## src/rtl/ttc_speed_limiter_macros.svh

```systemverilog
// ---------------------------------------------------------------------------
// ttc_speed_limiter_macros
// Assertion macros shared by the speed limiter RTL.
// ---------------------------------------------------------------------------
`ifndef TTC_SPEED_LIMITER_MACROS_SVH
`define TTC_SPEED_LIMITER_MACROS_SVH

`ifndef NO_ASSERTIONS
`define TTCSL_ASSERT(label, clk, rst_n, prop, msg) \
    label: assert property (@(posedge clk) disable iff (!rst_n) prop) else $error(msg);
`define TTCSL_ASSERT_NR(label, clk, prop, msg) \
    label: assert property (@(posedge clk) prop) else $error(msg);
`else
`define TTCSL_ASSERT(label, clk, rst_n, prop, msg)
`define TTCSL_ASSERT_NR(label, clk, prop, msg)
`endif

`endif

```

## src/rtl/ttcsl_pkg.sv

```systemverilog
// ---------------------------------------------------------------------------
// ttcsl_pkg
// Types, widths and constants of the time-to-collision speed limiter.
// ---------------------------------------------------------------------------
`default_nettype none

package ttcsl_pkg;

    localparam int OPC_W      = 3;
    localparam int DIST_W     = 11;
    localparam int RANGE_W    = 10;
    localparam int SAMPLE_W   = 16;
    localparam int TIME_W     = 32;
    localparam int THR_W      = 15;
    localparam int ODIST_W    = 10;
    localparam int CFG_IDX_W  = 3;
    localparam int CFG_DATA_W = 32;
    localparam int D4_W       = RANGE_W + 2;
    localparam int DEN_W      = 24;
    localparam int DVD_W      = D4_W + SAMPLE_W;

    localparam logic [RANGE_W-1:0] RANGE_RESET = 10'd400;
    localparam logic [DEN_W-1:0]   SPEED_SCALE = 24'd400;

    localparam logic [THR_W-1:0]   FOCUS_RESET  = 15'd15360;
    localparam logic [THR_W-1:0]   STOP_RESET   = 15'd154;
    localparam logic [THR_W-1:0]   REDUCE_RESET = 15'd461;
    localparam logic [ODIST_W-1:0] ODIST_RESET  = 10'd60;
    localparam logic [TIME_W-1:0]  OWAIT_RESET  = 32'd2000000;

    localparam logic [CFG_IDX_W-1:0] CFG_FOCUS  = 3'd0;
    localparam logic [CFG_IDX_W-1:0] CFG_STOP   = 3'd1;
    localparam logic [CFG_IDX_W-1:0] CFG_REDUCE = 3'd2;
    localparam logic [CFG_IDX_W-1:0] CFG_ODIST  = 3'd3;
    localparam logic [CFG_IDX_W-1:0] CFG_OWAIT  = 3'd4;

    typedef enum logic [OPC_W-1:0] {
        OP_START = 3'd0,
        OP_ULTRA = 3'd1,
        OP_CMD   = 3'd2,
        OP_MEAS  = 3'd3,
        OP_STEER = 3'd4
    } opcode_t;

    typedef enum logic [2:0] {
        S_IDLE,
        S_TTC_START,
        S_TTC_WAIT,
        S_BAND,
        S_RED_WAIT,
        S_CLOSE,
        S_OUT
    } state_t;

    typedef struct packed {
        logic [THR_W-1:0]   focus_threshold;
        logic [THR_W-1:0]   stop_ttc;
        logic [THR_W-1:0]   reduce_ttc;
        logic [ODIST_W-1:0] overtake_dist_cm;
        logic [TIME_W-1:0]  overtake_wait_us;
    } cfg_t;

    typedef struct packed {
        logic busy;
        logic done;
    } div_stat_t;

endpackage

`default_nettype wire

```

## src/rtl/ttcsl_cfg.sv

```systemverilog
// ---------------------------------------------------------------------------
// ttcsl_cfg
// Configuration register bank with write decode.
// ---------------------------------------------------------------------------
`default_nettype none

module ttcsl_cfg
    import ttcsl_pkg::*;
(
    input  logic                  clk,
    input  logic                  rst_n,
    input  logic                  cfg_we,
    input  logic [CFG_IDX_W-1:0]  cfg_index,
    input  logic [CFG_DATA_W-1:0] cfg_data,
    output cfg_t                  cfg
);

    cfg_t cfg_reg;
    cfg_t cfg_next;

    always_comb
    begin
        cfg_next = cfg_reg;
        if (cfg_we)
        begin
            unique case (cfg_index)
                CFG_FOCUS:  cfg_next.focus_threshold  = cfg_data[THR_W-1:0];
                CFG_STOP:   cfg_next.stop_ttc         = cfg_data[THR_W-1:0];
                CFG_REDUCE: cfg_next.reduce_ttc       = cfg_data[THR_W-1:0];
                CFG_ODIST:  cfg_next.overtake_dist_cm = cfg_data[ODIST_W-1:0];
                CFG_OWAIT:  cfg_next.overtake_wait_us = cfg_data[TIME_W-1:0];
                default:    cfg_next = cfg_reg;
            endcase
        end
    end

    always_ff @(posedge clk or negedge rst_n)
    begin
        if (!rst_n)
        begin
            cfg_reg.focus_threshold  <= FOCUS_RESET;
            cfg_reg.stop_ttc         <= STOP_RESET;
            cfg_reg.reduce_ttc       <= REDUCE_RESET;
            cfg_reg.overtake_dist_cm <= ODIST_RESET;
            cfg_reg.overtake_wait_us <= OWAIT_RESET;
        end
        else
        begin
            cfg_reg <= cfg_next;
        end
    end

    assign cfg = cfg_reg;

endmodule

`default_nettype wire

```

## src/rtl/ttcsl_div.sv

```systemverilog
// ---------------------------------------------------------------------------
// ttcsl_div
// Shared restoring divider, one quotient bit per cycle.
// ---------------------------------------------------------------------------
`default_nettype none

module ttcsl_div
    import ttcsl_pkg::*;
#(
    parameter int DVD_BITS = DVD_W,
    parameter int DVS_BITS = DEN_W
)
(
    input  logic                clk,
    input  logic                rst_n,
    input  logic                start,
    input  logic [DVD_BITS-1:0] dividend,
    input  logic [DVS_BITS-1:0] divisor,
    output div_stat_t           stat,
    output logic [DVD_BITS-1:0] quotient
);

    localparam int CNT_W = $clog2(DVD_BITS + 1);

    logic [DVS_BITS-1:0] rem_reg, rem_next;
    logic [DVD_BITS-1:0] quo_reg, quo_next;
    logic [DVS_BITS-1:0] dvs_reg, dvs_next;
    logic [CNT_W-1:0]    cnt_reg, cnt_next;
    logic                busy_reg, busy_next;
    logic                done_reg, done_next;
    logic [DVS_BITS:0]   trial;
    logic                fits;

    always_comb
    begin
        rem_next  = rem_reg;
        quo_next  = quo_reg;
        dvs_next  = dvs_reg;
        cnt_next  = cnt_reg;
        busy_next = busy_reg;
        done_next = 1'b0;
        trial     = {rem_reg, quo_reg[DVD_BITS-1]};
        fits      = (trial >= {1'b0, dvs_reg});
        if (start && !busy_reg)
        begin
            rem_next  = '0;
            quo_next  = dividend;
            dvs_next  = divisor;
            cnt_next  = CNT_W'(DVD_BITS);
            busy_next = 1'b1;
        end
        else if (busy_reg)
        begin
            if (fits)
            begin
                rem_next = DVS_BITS'(trial - {1'b0, dvs_reg});
            end
            else
            begin
                rem_next = trial[DVS_BITS-1:0];
            end
            quo_next = {quo_reg[DVD_BITS-2:0], fits};
            cnt_next = cnt_reg - 1'b1;
            if (cnt_reg == CNT_W'(1))
            begin
                busy_next = 1'b0;
                done_next = 1'b1;
            end
        end
    end

    always_ff @(posedge clk or negedge rst_n)
    begin
        if (!rst_n)
        begin
            cnt_reg  <= '0;
            busy_reg <= 1'b0;
            done_reg <= 1'b0;
        end
        else
        begin
            cnt_reg  <= cnt_next;
            busy_reg <= busy_next;
            done_reg <= done_next;
        end
    end

    always_ff @(posedge clk)
    begin
        rem_reg <= rem_next;
        quo_reg <= quo_next;
        dvs_reg <= dvs_next;
    end

    assign stat.busy = busy_reg;
    assign stat.done = done_reg;
    assign quotient  = quo_reg;

endmodule

`default_nettype wire

```

## src/rtl/ttc_speed_limiter.sv

```systemverilog
// ---------------------------------------------------------------------------
// ttc_speed_limiter
// Event-driven speed limiter based on time to collision, Q8.8 arithmetic.
//
//   channel  direction  handshake            payload
//   in       sink       in_valid/in_ready    opcode .. time_us
//   out      source     out_valid/out_ready  send .. overtake_event
//   cfg      sink       cfg_we               cfg_index, cfg_data
//
// Start, ultrasonic and speed transactions go from S_IDLE to S_OUT.
// Running steering transactions take S_TTC_START, S_TTC_WAIT, S_BAND,
// S_RED_WAIT, S_CLOSE, S_OUT as needed; both waits share the 28-step divider.
// One transaction at a time; the result register lets the next one in
// while a result waits. Control state resets on rst_n; datapath does not.
// ---------------------------------------------------------------------------
`default_nettype none
`include "ttc_speed_limiter_macros.svh"

module ttc_speed_limiter
    import ttcsl_pkg::*;
(
    input  logic                       clk,
    input  logic                       rst_n,
    input  logic                       in_valid,
    output logic                       in_ready,
    input  logic [OPC_W-1:0]           opcode,
    input  logic                       start_flag,
    input  logic signed [DIST_W-1:0]   dist_center,
    input  logic signed [DIST_W-1:0]   dist_left,
    input  logic signed [DIST_W-1:0]   dist_right,
    input  logic signed [SAMPLE_W-1:0] sample_value,
    input  logic [TIME_W-1:0]          time_us,
    output logic                       out_valid,
    input  logic                       out_ready,
    output logic                       send,
    output logic signed [SAMPLE_W-1:0] accel_out,
    output logic signed [SAMPLE_W-1:0] steer_out,
    output logic                       overtake_req,
    output logic                       overtake_event,
    input  logic                       cfg_we,
    input  logic [CFG_IDX_W-1:0]       cfg_index,
    input  logic [CFG_DATA_W-1:0]      cfg_data
);

    cfg_t      cfg;
    div_stat_t div_stat;
    logic [DVD_W-1:0] div_quo;
    logic             div_start;
    logic [DVD_W-1:0] div_dvd;
    logic [DEN_W-1:0] div_dvs;

    state_t state_reg, state_next;
    logic                run_enable_reg, run_enable_next;
    logic [RANGE_W-1:0]  range_center_reg, range_center_next;
    logic [RANGE_W-1:0]  range_left_reg, range_left_next;
    logic [RANGE_W-1:0]  range_right_reg, range_right_next;
    logic [SAMPLE_W-1:0] speed_command_reg, speed_command_next;
    logic [SAMPLE_W-1:0] speed_measured_reg, speed_measured_next;
    logic [SAMPLE_W-1:0] accel_hold_reg, accel_hold_next;
    logic [SAMPLE_W-1:0] steer_hold_reg, steer_hold_next;
    logic                block_timing_reg, block_timing_next;
    logic [TIME_W-1:0]   block_start_reg, block_start_next;
    logic                overtake_latch_reg, overtake_latch_next;
    logic                send_reg, send_next;
    logic                fire_reg, fire_next;
    logic                out_valid_reg, out_valid_next;

    logic [D4_W-1:0]     d4_reg, d4_next;
    logic [DEN_W-1:0]    den_reg, den_next;
    logic [TIME_W-1:0]   now_reg, now_next;
    logic                neg_reg, neg_next;
    logic                out_send_reg, out_send_next;
    logic [SAMPLE_W-1:0] out_accel_reg, out_accel_next;
    logic [SAMPLE_W-1:0] out_steer_reg, out_steer_next;
    logic                out_req_reg, out_req_next;
    logic                out_event_reg, out_event_next;

    logic signed [SAMPLE_W:0] samp_ext;
    logic signed [SAMPLE_W:0] thr_ext;
    logic                     right_sel;
    logic                     left_sel;
    logic [RANGE_W-1:0]       side_range;
    logic [D4_W-1:0]          d4_calc;
    logic                     spd_zero;
    logic                     spd_neg;
    logic [SAMPLE_W+1:0]      red_diff;
    logic [SAMPLE_W+1:0]      red_abs;
    logic [SAMPLE_W-1:0]      red_sat;
    logic [TIME_W-1:0]        elapsed;

    ttcsl_cfg u_cfg (
        .clk       (clk),
        .rst_n     (rst_n),
        .cfg_we    (cfg_we),
        .cfg_index (cfg_index),
        .cfg_data  (cfg_data),
        .cfg       (cfg)
    );

    ttcsl_div #(
        .DVD_BITS (DVD_W),
        .DVS_BITS (DEN_W)
    ) u_div (
        .clk      (clk),
        .rst_n    (rst_n),
        .start    (div_start),
        .dividend (div_dvd),
        .divisor  (div_dvs),
        .stat     (div_stat),
        .quotient (div_quo)
    );

    always_comb
    begin
        samp_ext   = {sample_value[SAMPLE_W-1], sample_value};
        thr_ext    = {2'b00, cfg.focus_threshold};
        right_sel  = (samp_ext > thr_ext);
        left_sel   = (samp_ext < -thr_ext);
        side_range = right_sel ? range_right_reg : range_left_reg;
        if (right_sel || left_sel)
        begin
            d4_calc = {2'b00, range_center_reg} + {2'b00, side_range}
                    + {1'b0, side_range, 1'b0};
        end
        else
        begin
            d4_calc = {range_center_reg, 2'b00};
        end

        spd_zero = (speed_measured_reg == '0);
        spd_neg  = speed_measured_reg[SAMPLE_W-1];

        red_diff = {{2{speed_command_reg[SAMPLE_W-1]}}, speed_command_reg}
                 - {3'b000, cfg.stop_ttc};
        red_abs  = red_diff[SAMPLE_W+1] ? (~red_diff + 1'b1) : red_diff;

        if (!neg_reg)
        begin
            if (|div_quo[DVD_W-1:SAMPLE_W-1])
            begin
                red_sat = {1'b0, {(SAMPLE_W-1){1'b1}}};
            end
            else
            begin
                red_sat = {1'b0, div_quo[SAMPLE_W-2:0]};
            end
        end
        else
        begin
            if (div_quo > DVD_W'(32768))
            begin
                red_sat = {1'b1, {(SAMPLE_W-1){1'b0}}};
            end
            else
            begin
                red_sat = ~div_quo[SAMPLE_W-1:0] + 1'b1;
            end
        end

        elapsed = now_reg - block_start_reg;
    end

    always_comb
    begin
        state_next          = state_reg;
        run_enable_next     = run_enable_reg;
        range_center_next   = range_center_reg;
        range_left_next     = range_left_reg;
        range_right_next    = range_right_reg;
        speed_command_next  = speed_command_reg;
        speed_measured_next = speed_measured_reg;
        accel_hold_next     = accel_hold_reg;
        steer_hold_next     = steer_hold_reg;
        block_timing_next   = block_timing_reg;
        block_start_next    = block_start_reg;
        overtake_latch_next = overtake_latch_reg;
        send_next           = send_reg;
        fire_next           = fire_reg;
        out_valid_next      = out_valid_reg && !out_ready;
        d4_next             = d4_reg;
        den_next            = den_reg;
        now_next            = now_reg;
        neg_next            = neg_reg;
        out_send_next       = out_send_reg;
        out_accel_next      = out_accel_reg;
        out_steer_next      = out_steer_reg;
        out_req_next        = out_req_reg;
        out_event_next      = out_event_reg;
        div_start           = 1'b0;
        div_dvd             = {d4_reg, {SAMPLE_W{1'b0}}};
        div_dvs             = den_reg;
        in_ready            = (state_reg == S_IDLE);

        unique case (state_reg)
            S_IDLE:
            begin
                if (in_valid)
                begin
                    fire_next  = 1'b0;
                    state_next = S_OUT;
                    case (opcode)
                        OP_START:
                        begin
                            run_enable_next = start_flag;
                            if (!start_flag)
                            begin
                                accel_hold_next = '0;
                                steer_hold_next = '0;
                            end
                            send_next = 1'b1;
                        end
                        OP_ULTRA:
                        begin
                            if (!dist_center[DIST_W-1] && |dist_center[RANGE_W-1:0])
                            begin
                                range_center_next = dist_center[RANGE_W-1:0];
                            end
                            if (!dist_left[DIST_W-1] && |dist_left[RANGE_W-1:0])
                            begin
                                range_left_next = dist_left[RANGE_W-1:0];
                            end
                            if (!dist_right[DIST_W-1] && |dist_right[RANGE_W-1:0])
                            begin
                                range_right_next = dist_right[RANGE_W-1:0];
                            end
                            send_next = run_enable_reg;
                        end
                        OP_CMD:
                        begin
                            speed_command_next = sample_value;
                            send_next          = run_enable_reg;
                        end
                        OP_MEAS:
                        begin
                            speed_measured_next = sample_value;
                            send_next           = run_enable_reg;
                        end
                        OP_STEER:
                        begin
                            if (!run_enable_reg)
                            begin
                                accel_hold_next     = '0;
                                steer_hold_next     = '0;
                                overtake_latch_next = 1'b0;
                                send_next           = 1'b0;
                            end
                            else
                            begin
                                steer_hold_next = sample_value;
                                d4_next         = d4_calc;
                                den_next        = {9'd0, speed_measured_reg[SAMPLE_W-2:0]}
                                                * SPEED_SCALE;
                                now_next        = time_us;
                                state_next      = S_TTC_START;
                            end
                        end
                        default:
                        begin
                            send_next = 1'b0;
                        end
                    endcase
                end
            end

            S_TTC_START:
            begin
                if (spd_zero || spd_neg)
                begin
                    state_next = S_BAND;
                end
                else
                begin
                    div_start  = 1'b1;
                    state_next = S_TTC_WAIT;
                end
            end

            S_TTC_WAIT:
            begin
                if (div_stat.done)
                begin
                    state_next = S_BAND;
                end
            end

            S_BAND:
            begin
                state_next = S_CLOSE;
                if (spd_zero || (!spd_neg && div_quo > DVD_W'(cfg.reduce_ttc)))
                begin
                    accel_hold_next = speed_command_reg;
                end
                else if (!spd_neg && div_quo >= DVD_W'(cfg.stop_ttc))
                begin
                    if (cfg.reduce_ttc > cfg.stop_ttc)
                    begin
                        div_start  = 1'b1;
                        div_dvd    = {3'b000, red_abs[SAMPLE_W:0], 8'h00};
                        div_dvs    = DEN_W'(cfg.reduce_ttc - cfg.stop_ttc);
                        neg_next   = red_diff[SAMPLE_W+1];
                        state_next = S_RED_WAIT;
                    end
                    else
                    begin
                        accel_hold_next = '0;
                    end
                end
                else
                begin
                    accel_hold_next = '0;
                    steer_hold_next = '0;
                end
            end

            S_RED_WAIT:
            begin
                if (div_stat.done)
                begin
                    accel_hold_next = red_sat;
                    state_next      = S_CLOSE;
                end
            end

            S_CLOSE:
            begin
                send_next  = 1'b1;
                state_next = S_OUT;
                if (d4_reg < {cfg.overtake_dist_cm, 2'b00})
                begin
                    accel_hold_next = '0;
                    steer_hold_next = '0;
                    if (!block_timing_reg)
                    begin
                        block_start_next  = now_reg;
                        block_timing_next = 1'b1;
                    end
                    else if (elapsed > cfg.overtake_wait_us)
                    begin
                        run_enable_next     = 1'b0;
                        block_timing_next   = 1'b0;
                        overtake_latch_next = 1'b1;
                        fire_next           = 1'b1;
                    end
                end
            end

            S_OUT:
            begin
                if (!out_valid_reg || out_ready)
                begin
                    out_valid_next = 1'b1;
                    out_send_next  = send_reg;
                    out_accel_next = accel_hold_reg;
                    out_steer_next = steer_hold_reg;
                    out_req_next   = overtake_latch_reg;
                    out_event_next = fire_reg;
                    state_next     = S_IDLE;
                end
            end

            default:
            begin
                state_next = S_IDLE;
            end
        endcase
    end

    always_ff @(posedge clk or negedge rst_n)
    begin
        if (!rst_n)
        begin
            state_reg          <= S_IDLE;
            run_enable_reg     <= 1'b0;
            range_center_reg   <= RANGE_RESET;
            range_left_reg     <= RANGE_RESET;
            range_right_reg    <= RANGE_RESET;
            speed_command_reg  <= '0;
            speed_measured_reg <= '0;
            accel_hold_reg     <= '0;
            steer_hold_reg     <= '0;
            block_timing_reg   <= 1'b0;
            block_start_reg    <= '0;
            overtake_latch_reg <= 1'b0;
            send_reg           <= 1'b0;
            fire_reg           <= 1'b0;
            out_valid_reg      <= 1'b0;
        end
        else
        begin
            state_reg          <= state_next;
            run_enable_reg     <= run_enable_next;
            range_center_reg   <= range_center_next;
            range_left_reg     <= range_left_next;
            range_right_reg    <= range_right_next;
            speed_command_reg  <= speed_command_next;
            speed_measured_reg <= speed_measured_next;
            accel_hold_reg     <= accel_hold_next;
            steer_hold_reg     <= steer_hold_next;
            block_timing_reg   <= block_timing_next;
            block_start_reg    <= block_start_next;
            overtake_latch_reg <= overtake_latch_next;
            send_reg           <= send_next;
            fire_reg           <= fire_next;
            out_valid_reg      <= out_valid_next;
        end
    end

    always_ff @(posedge clk)
    begin
        d4_reg        <= d4_next;
        den_reg       <= den_next;
        now_reg       <= now_next;
        neg_reg       <= neg_next;
        out_send_reg  <= out_send_next;
        out_accel_reg <= out_accel_next;
        out_steer_reg <= out_steer_next;
        out_req_reg   <= out_req_next;
        out_event_reg <= out_event_next;
    end

    assign out_valid      = out_valid_reg;
    assign send           = out_send_reg;
    assign accel_out      = out_accel_reg;
    assign steer_out      = out_steer_reg;
    assign overtake_req   = out_req_reg;
    assign overtake_event = out_event_reg;

    `TTCSL_ASSERT(a_accept_blocks, clk, rst_n, in_valid && in_ready |=> !in_ready, "accepted transaction did not block input")
    `TTCSL_ASSERT(a_div_free, clk, rst_n, div_start |-> !div_stat.busy, "divider started while busy")
    `TTCSL_ASSERT(a_event_latched, clk, rst_n, out_valid && overtake_event |-> overtake_req, "overtake event without request level")
    `TTCSL_ASSERT(a_fire_stops, clk, rst_n, $rose(overtake_latch_reg) |-> !run_enable_reg && !block_timing_reg, "overtake fired while still running")
    `TTCSL_ASSERT_NR(a_idle_div, clk, in_ready |-> !div_stat.busy, "divider busy while idle")

endmodule

`default_nettype wire
```

## config.mk

```make
export PLATFORM = sky130hd
export DESIGN_NAME = ttc_speed_limiter
export DESIGN_NICKNAME = d
export VERILOG_FILES = /design/src/rtl/ttcsl_pkg.sv /design/src/rtl/ttcsl_cfg.sv /design/src/rtl/ttcsl_div.sv /design/src/rtl/ttc_speed_limiter.sv
export VERILOG_INCLUDE_DIRS = /design/src /design/src/rtl
export SDC_FILE = /design/constraint.sdc
export NUM_CORES = 1
export LEC_CHECK = 0
export ABC_AREA = 1
export BUFFER_PORTS_ARGS = -buffer_cell sky130_fd_sc_hd__buf_4
export CAP_MARGIN = 20
export CORE_ASPECT_RATIO = 0.8
export CORE_UTILIZATION = 51
export CTS_CLUSTER_DIAMETER = 200
export DETAILED_ROUTE_END_ITERATION = 8
export PLACE_DENSITY_LB_ADDON = 0.3
export SLEW_MARGIN = 0
export SYNTH_ARGS = -nofsm -noshare
export SYNTH_HDL_FRONTEND = slang
export SYNTH_HIERARCHICAL = 1
export SYNTH_SLANG_ARGS = --single-unit
```

## constraint.sdc

```tcl
create_clock -name clk -period 8.7 [get_ports clk]
set_input_delay 2.61 -clock clk [delete_from_list [all_inputs] [get_ports clk]]
set_output_delay 2.61 -clock clk [all_outputs]
set_load 0.02 [all_outputs]
```

==> flow_metrics.tcl <==
set metrics [dict create \
    p_switching_w 0.00579 \
    area_growth_pct 12.2 \
    worstHoldEndpoint "accel_out[1]$_DFFE_PP_" \
    fin_area_mm2 0.0311 \
    drcViolationCount 0 \
    reg2reg_to "run_enable_reg$_DFFE_PN0P_" \
    grt_antenna_before_repair 1 \
    die-area_mm2 0.0553 \
    hold_viol_final 0 \
    critPathKind "input port to register" \
    drive_gt1_share_pct 9.88 \
    gp_congestion 0.996 \
    initial_core_util_pct 51.6 \
    io_pins 162 \
    overflow 0 \
    end_kind "register" \
    startpoint "sample_value[3]" \
    critPathMaxFanout 20 \
    port_buffers 161 \
    reg2reg_from "now_reg[0]$_DFFE_PP_" \
    num_rows 76 \
    power.share.sequential_pct 26.9 \
    die_x_um 263 \
    postCtsHoldBufs 0 \
    p_per_area_mw_per_mm2 399 \
    drt_iter0_drc 2296 \
    ir_drop_uv 293 \
    worst_slew_pin_slew_ns 1.09 \
    period_share_pct 73.8 \
    worstSetupStartpointType "input port" \
    hp-class "register to register" \
    drv_slew 0 \
    cts_tree "built" \
    min_from "accel_hold_reg[1]$_DFFE_PN0P_" \
    p_int_w 0.00661 \
    post-cts-setup-buffers 0 \
    ant_nets 0 \
    grt_max_degree 143 \
    dp_hpwl_um 59000 \
    numCtsBuffers 43 \
    relSlewSlack_pct 27.2 \
    wl_per_cell_um 17.2 \
    diodes 0 \
    fill_cells 4936 \
    ff2ff_path_depth 25 \
    largest_reg_flops 87 \
    fmax_mhz 156 \
    hold_ws_ns 0.444 \
    fp.coreArea_mm2 0.0537 \
    synthCells 3556 \
    power.share.clock_pct 15.7 \
    layout.nets 4118 \
    setup_viol 0 \
    layout_min_cycle_time_ns 6.42 \
    comb_power_share_pct 57.4 \
    root_buffer "clkbuf_16" \
    syn_area_mm2 0.0277 \
    leakagePower_nw 15.9 \
    status "finished, final reports clean" \
    whs_path_depth 0 \
    grt_pass1_vias 21600 \
    yosys_warnings 6 \
    skew_ns 0.0219 \
    cts_htree_levels 2 \
    tns_ns 0 \
    firstDrtPassIters 6 \
    fp.dieH_um 211 \
    worstPathRequired_ns 9.03 \
    clk_path_buf_depth 3 \
    viasPerCell 5.35 \
    clk_pin_slew_ns 0.06 \
    drv_cap 0 \
    clock-sinks 405 \
    wl_um 76400 \
    arrival_ns 6.75 \
    post_cts_resize_count 0 \
    track_usage_pct 27.7 \
    regToRegSetupSlack_ns 3.56 \
    num_vias 23800 \
    rsz0062_at_grt "no" \
    clock_latency_ns 0.59 \
    switching_share_pct 46.7 \
    synth.avg_cell_area_um2 7.80 \
    grt_pass1_wl_um 120000 \
    placed_area_mm2 0.0296 \
]
-- worst max path at each step --
stage	end	depth (start not counted)	slack [ns]
3_5_place_dp	d4_reg[9]$_DFFE_PP_	24	1.72
2_1_floorplan	d4_reg[0]$_SDFFCE_PP0P_	7	2.39
5_1_grt	d4_reg[9]$_DFFE_PP_	24	1.73
3_3_place_gp	d4_reg[9]$_DFFE_PP_	24	1.72
4_1_cts	d4_reg[9]$_DFFE_PP_	24	2.34
6_report	d4_reg[9]$_DFFE_PP_	24	2.28
-- power by group through the flow --
| stage | Clock [W] | Combinational [W] | Sequential (W) |
|---|---|---|---|
| 4_1_cts | 0.00198 | 0.00706 | 0.00332 |
| 2_1_floorplan | 0 | 0.00538 | 0.00319 |
| 5_1_grt | 0.00204 | 0.00816 | 0.00339 |
| 6_report | 0.00194 | 0.00712 | 0.00334 |
| 3_3_place_gp | 0 | 0.00691 | 0.00334 |
| 3_5_place_dp | 0 | 0.00700 | 0.00335 |
-- area by class of cell --
type / count / area, um^2 / share of cell area (%)
inverters: 555 / 2080 / 6.70
clock buffers: 56 / 1170 / 3.78
well taps: 702 / 878 / 2.82
repair buffers: 180 / 1390 / 4.47
clock inverters: 24 / 308 / 0.989
flip-flops and latches: 405 / 10800 / 34.8
multi-input cells: 2524 / 14500 / 46.5
-- per-stage QoR --
step | instances | total power, W | setup WS [ns] | utilization, %
final | 4446 | 0.0124 | 2.28 | 57.9
after global routing | 4446 | 0.0136 | 1.73 | 57.9
after CTS | 4445 | 0.0124 | 2.34 | 57.9
after detailed placement | 4365 | 0.0104 | 1.72 | 55.1
after global placement | 4365 | 0.0103 | 1.72 | 55.1
after floorplan | 3563 | 0.00857 | 2.39 | -
-- layer usage --
metal	vias to the layer above	wire (um)	global-route usage, %	share of wire, %
met4	2	1550	6.47	2.0
li1	11900	-	-	-
met5	-	13	0	0.017
met2	911	30200	38.8	40
met1	10900	37100	42.6	49
met3	96	7490	6.30	9.8
-- cell usage in the layout, fill, tap and decap left out, drive strengths merged, types with 5 or more instances in the layout --
| cell type | n |
|---|---|
| a21boi | 6 |
| a21o | 7 |
| edfxtp | 152 |
| bufinv | 6 |
| clkinv | 20 |
| nand4 | 67 |
| nand3b | 11 |
| a211oi | 5 |
| buf | 180 |
| ha | 260 |
| o221ai | 5 |
| o31ai | 11 |
| mux2 | 29 |
| a31oi | 6 |
| o21bai | 12 |
| nor3 | 50 |
| dfrtp | 195 |
| nand2 | 1031 |
| xnor2 | 27 |
| nor2 | 237 |
| o21ai | 152 |
| nand3 | 278 |
| a21oi | 192 |
| fa | 24 |
| dfstp | 34 |
| nor4 | 12 |
| xor2 | 64 |
| clkbuf | 56 |
| conb | 8 |
| or2 | 5 |
| inv | 552 |
| dfxtp | 24 |
-- critical path: stages --
cell      delay [ns]
buf_4           0.13
ha_1            0.29
nand2_1         0.07
o21a_1          0.19
o211ai_1        0.17
nand2_1         0.07
nand2_1         0.06
nand3_1         0.47
o21ai_0         0.46
inv_1           0.11
fa_1            0.51
inv_1           0.04
ha_1            0.23
fa_1            0.45
nand3_1         0.12
nand2_1         0.06
nand2_1         0.09
nand2_1         0.06
nand2_1         0.05
nand2_1         0.07
a21oi_1         0.11
o21ai_0         0.10
xnor2_1         0.13
o21ai_0         0.10
No activity file was read; power rests on OpenSTA's default activity.
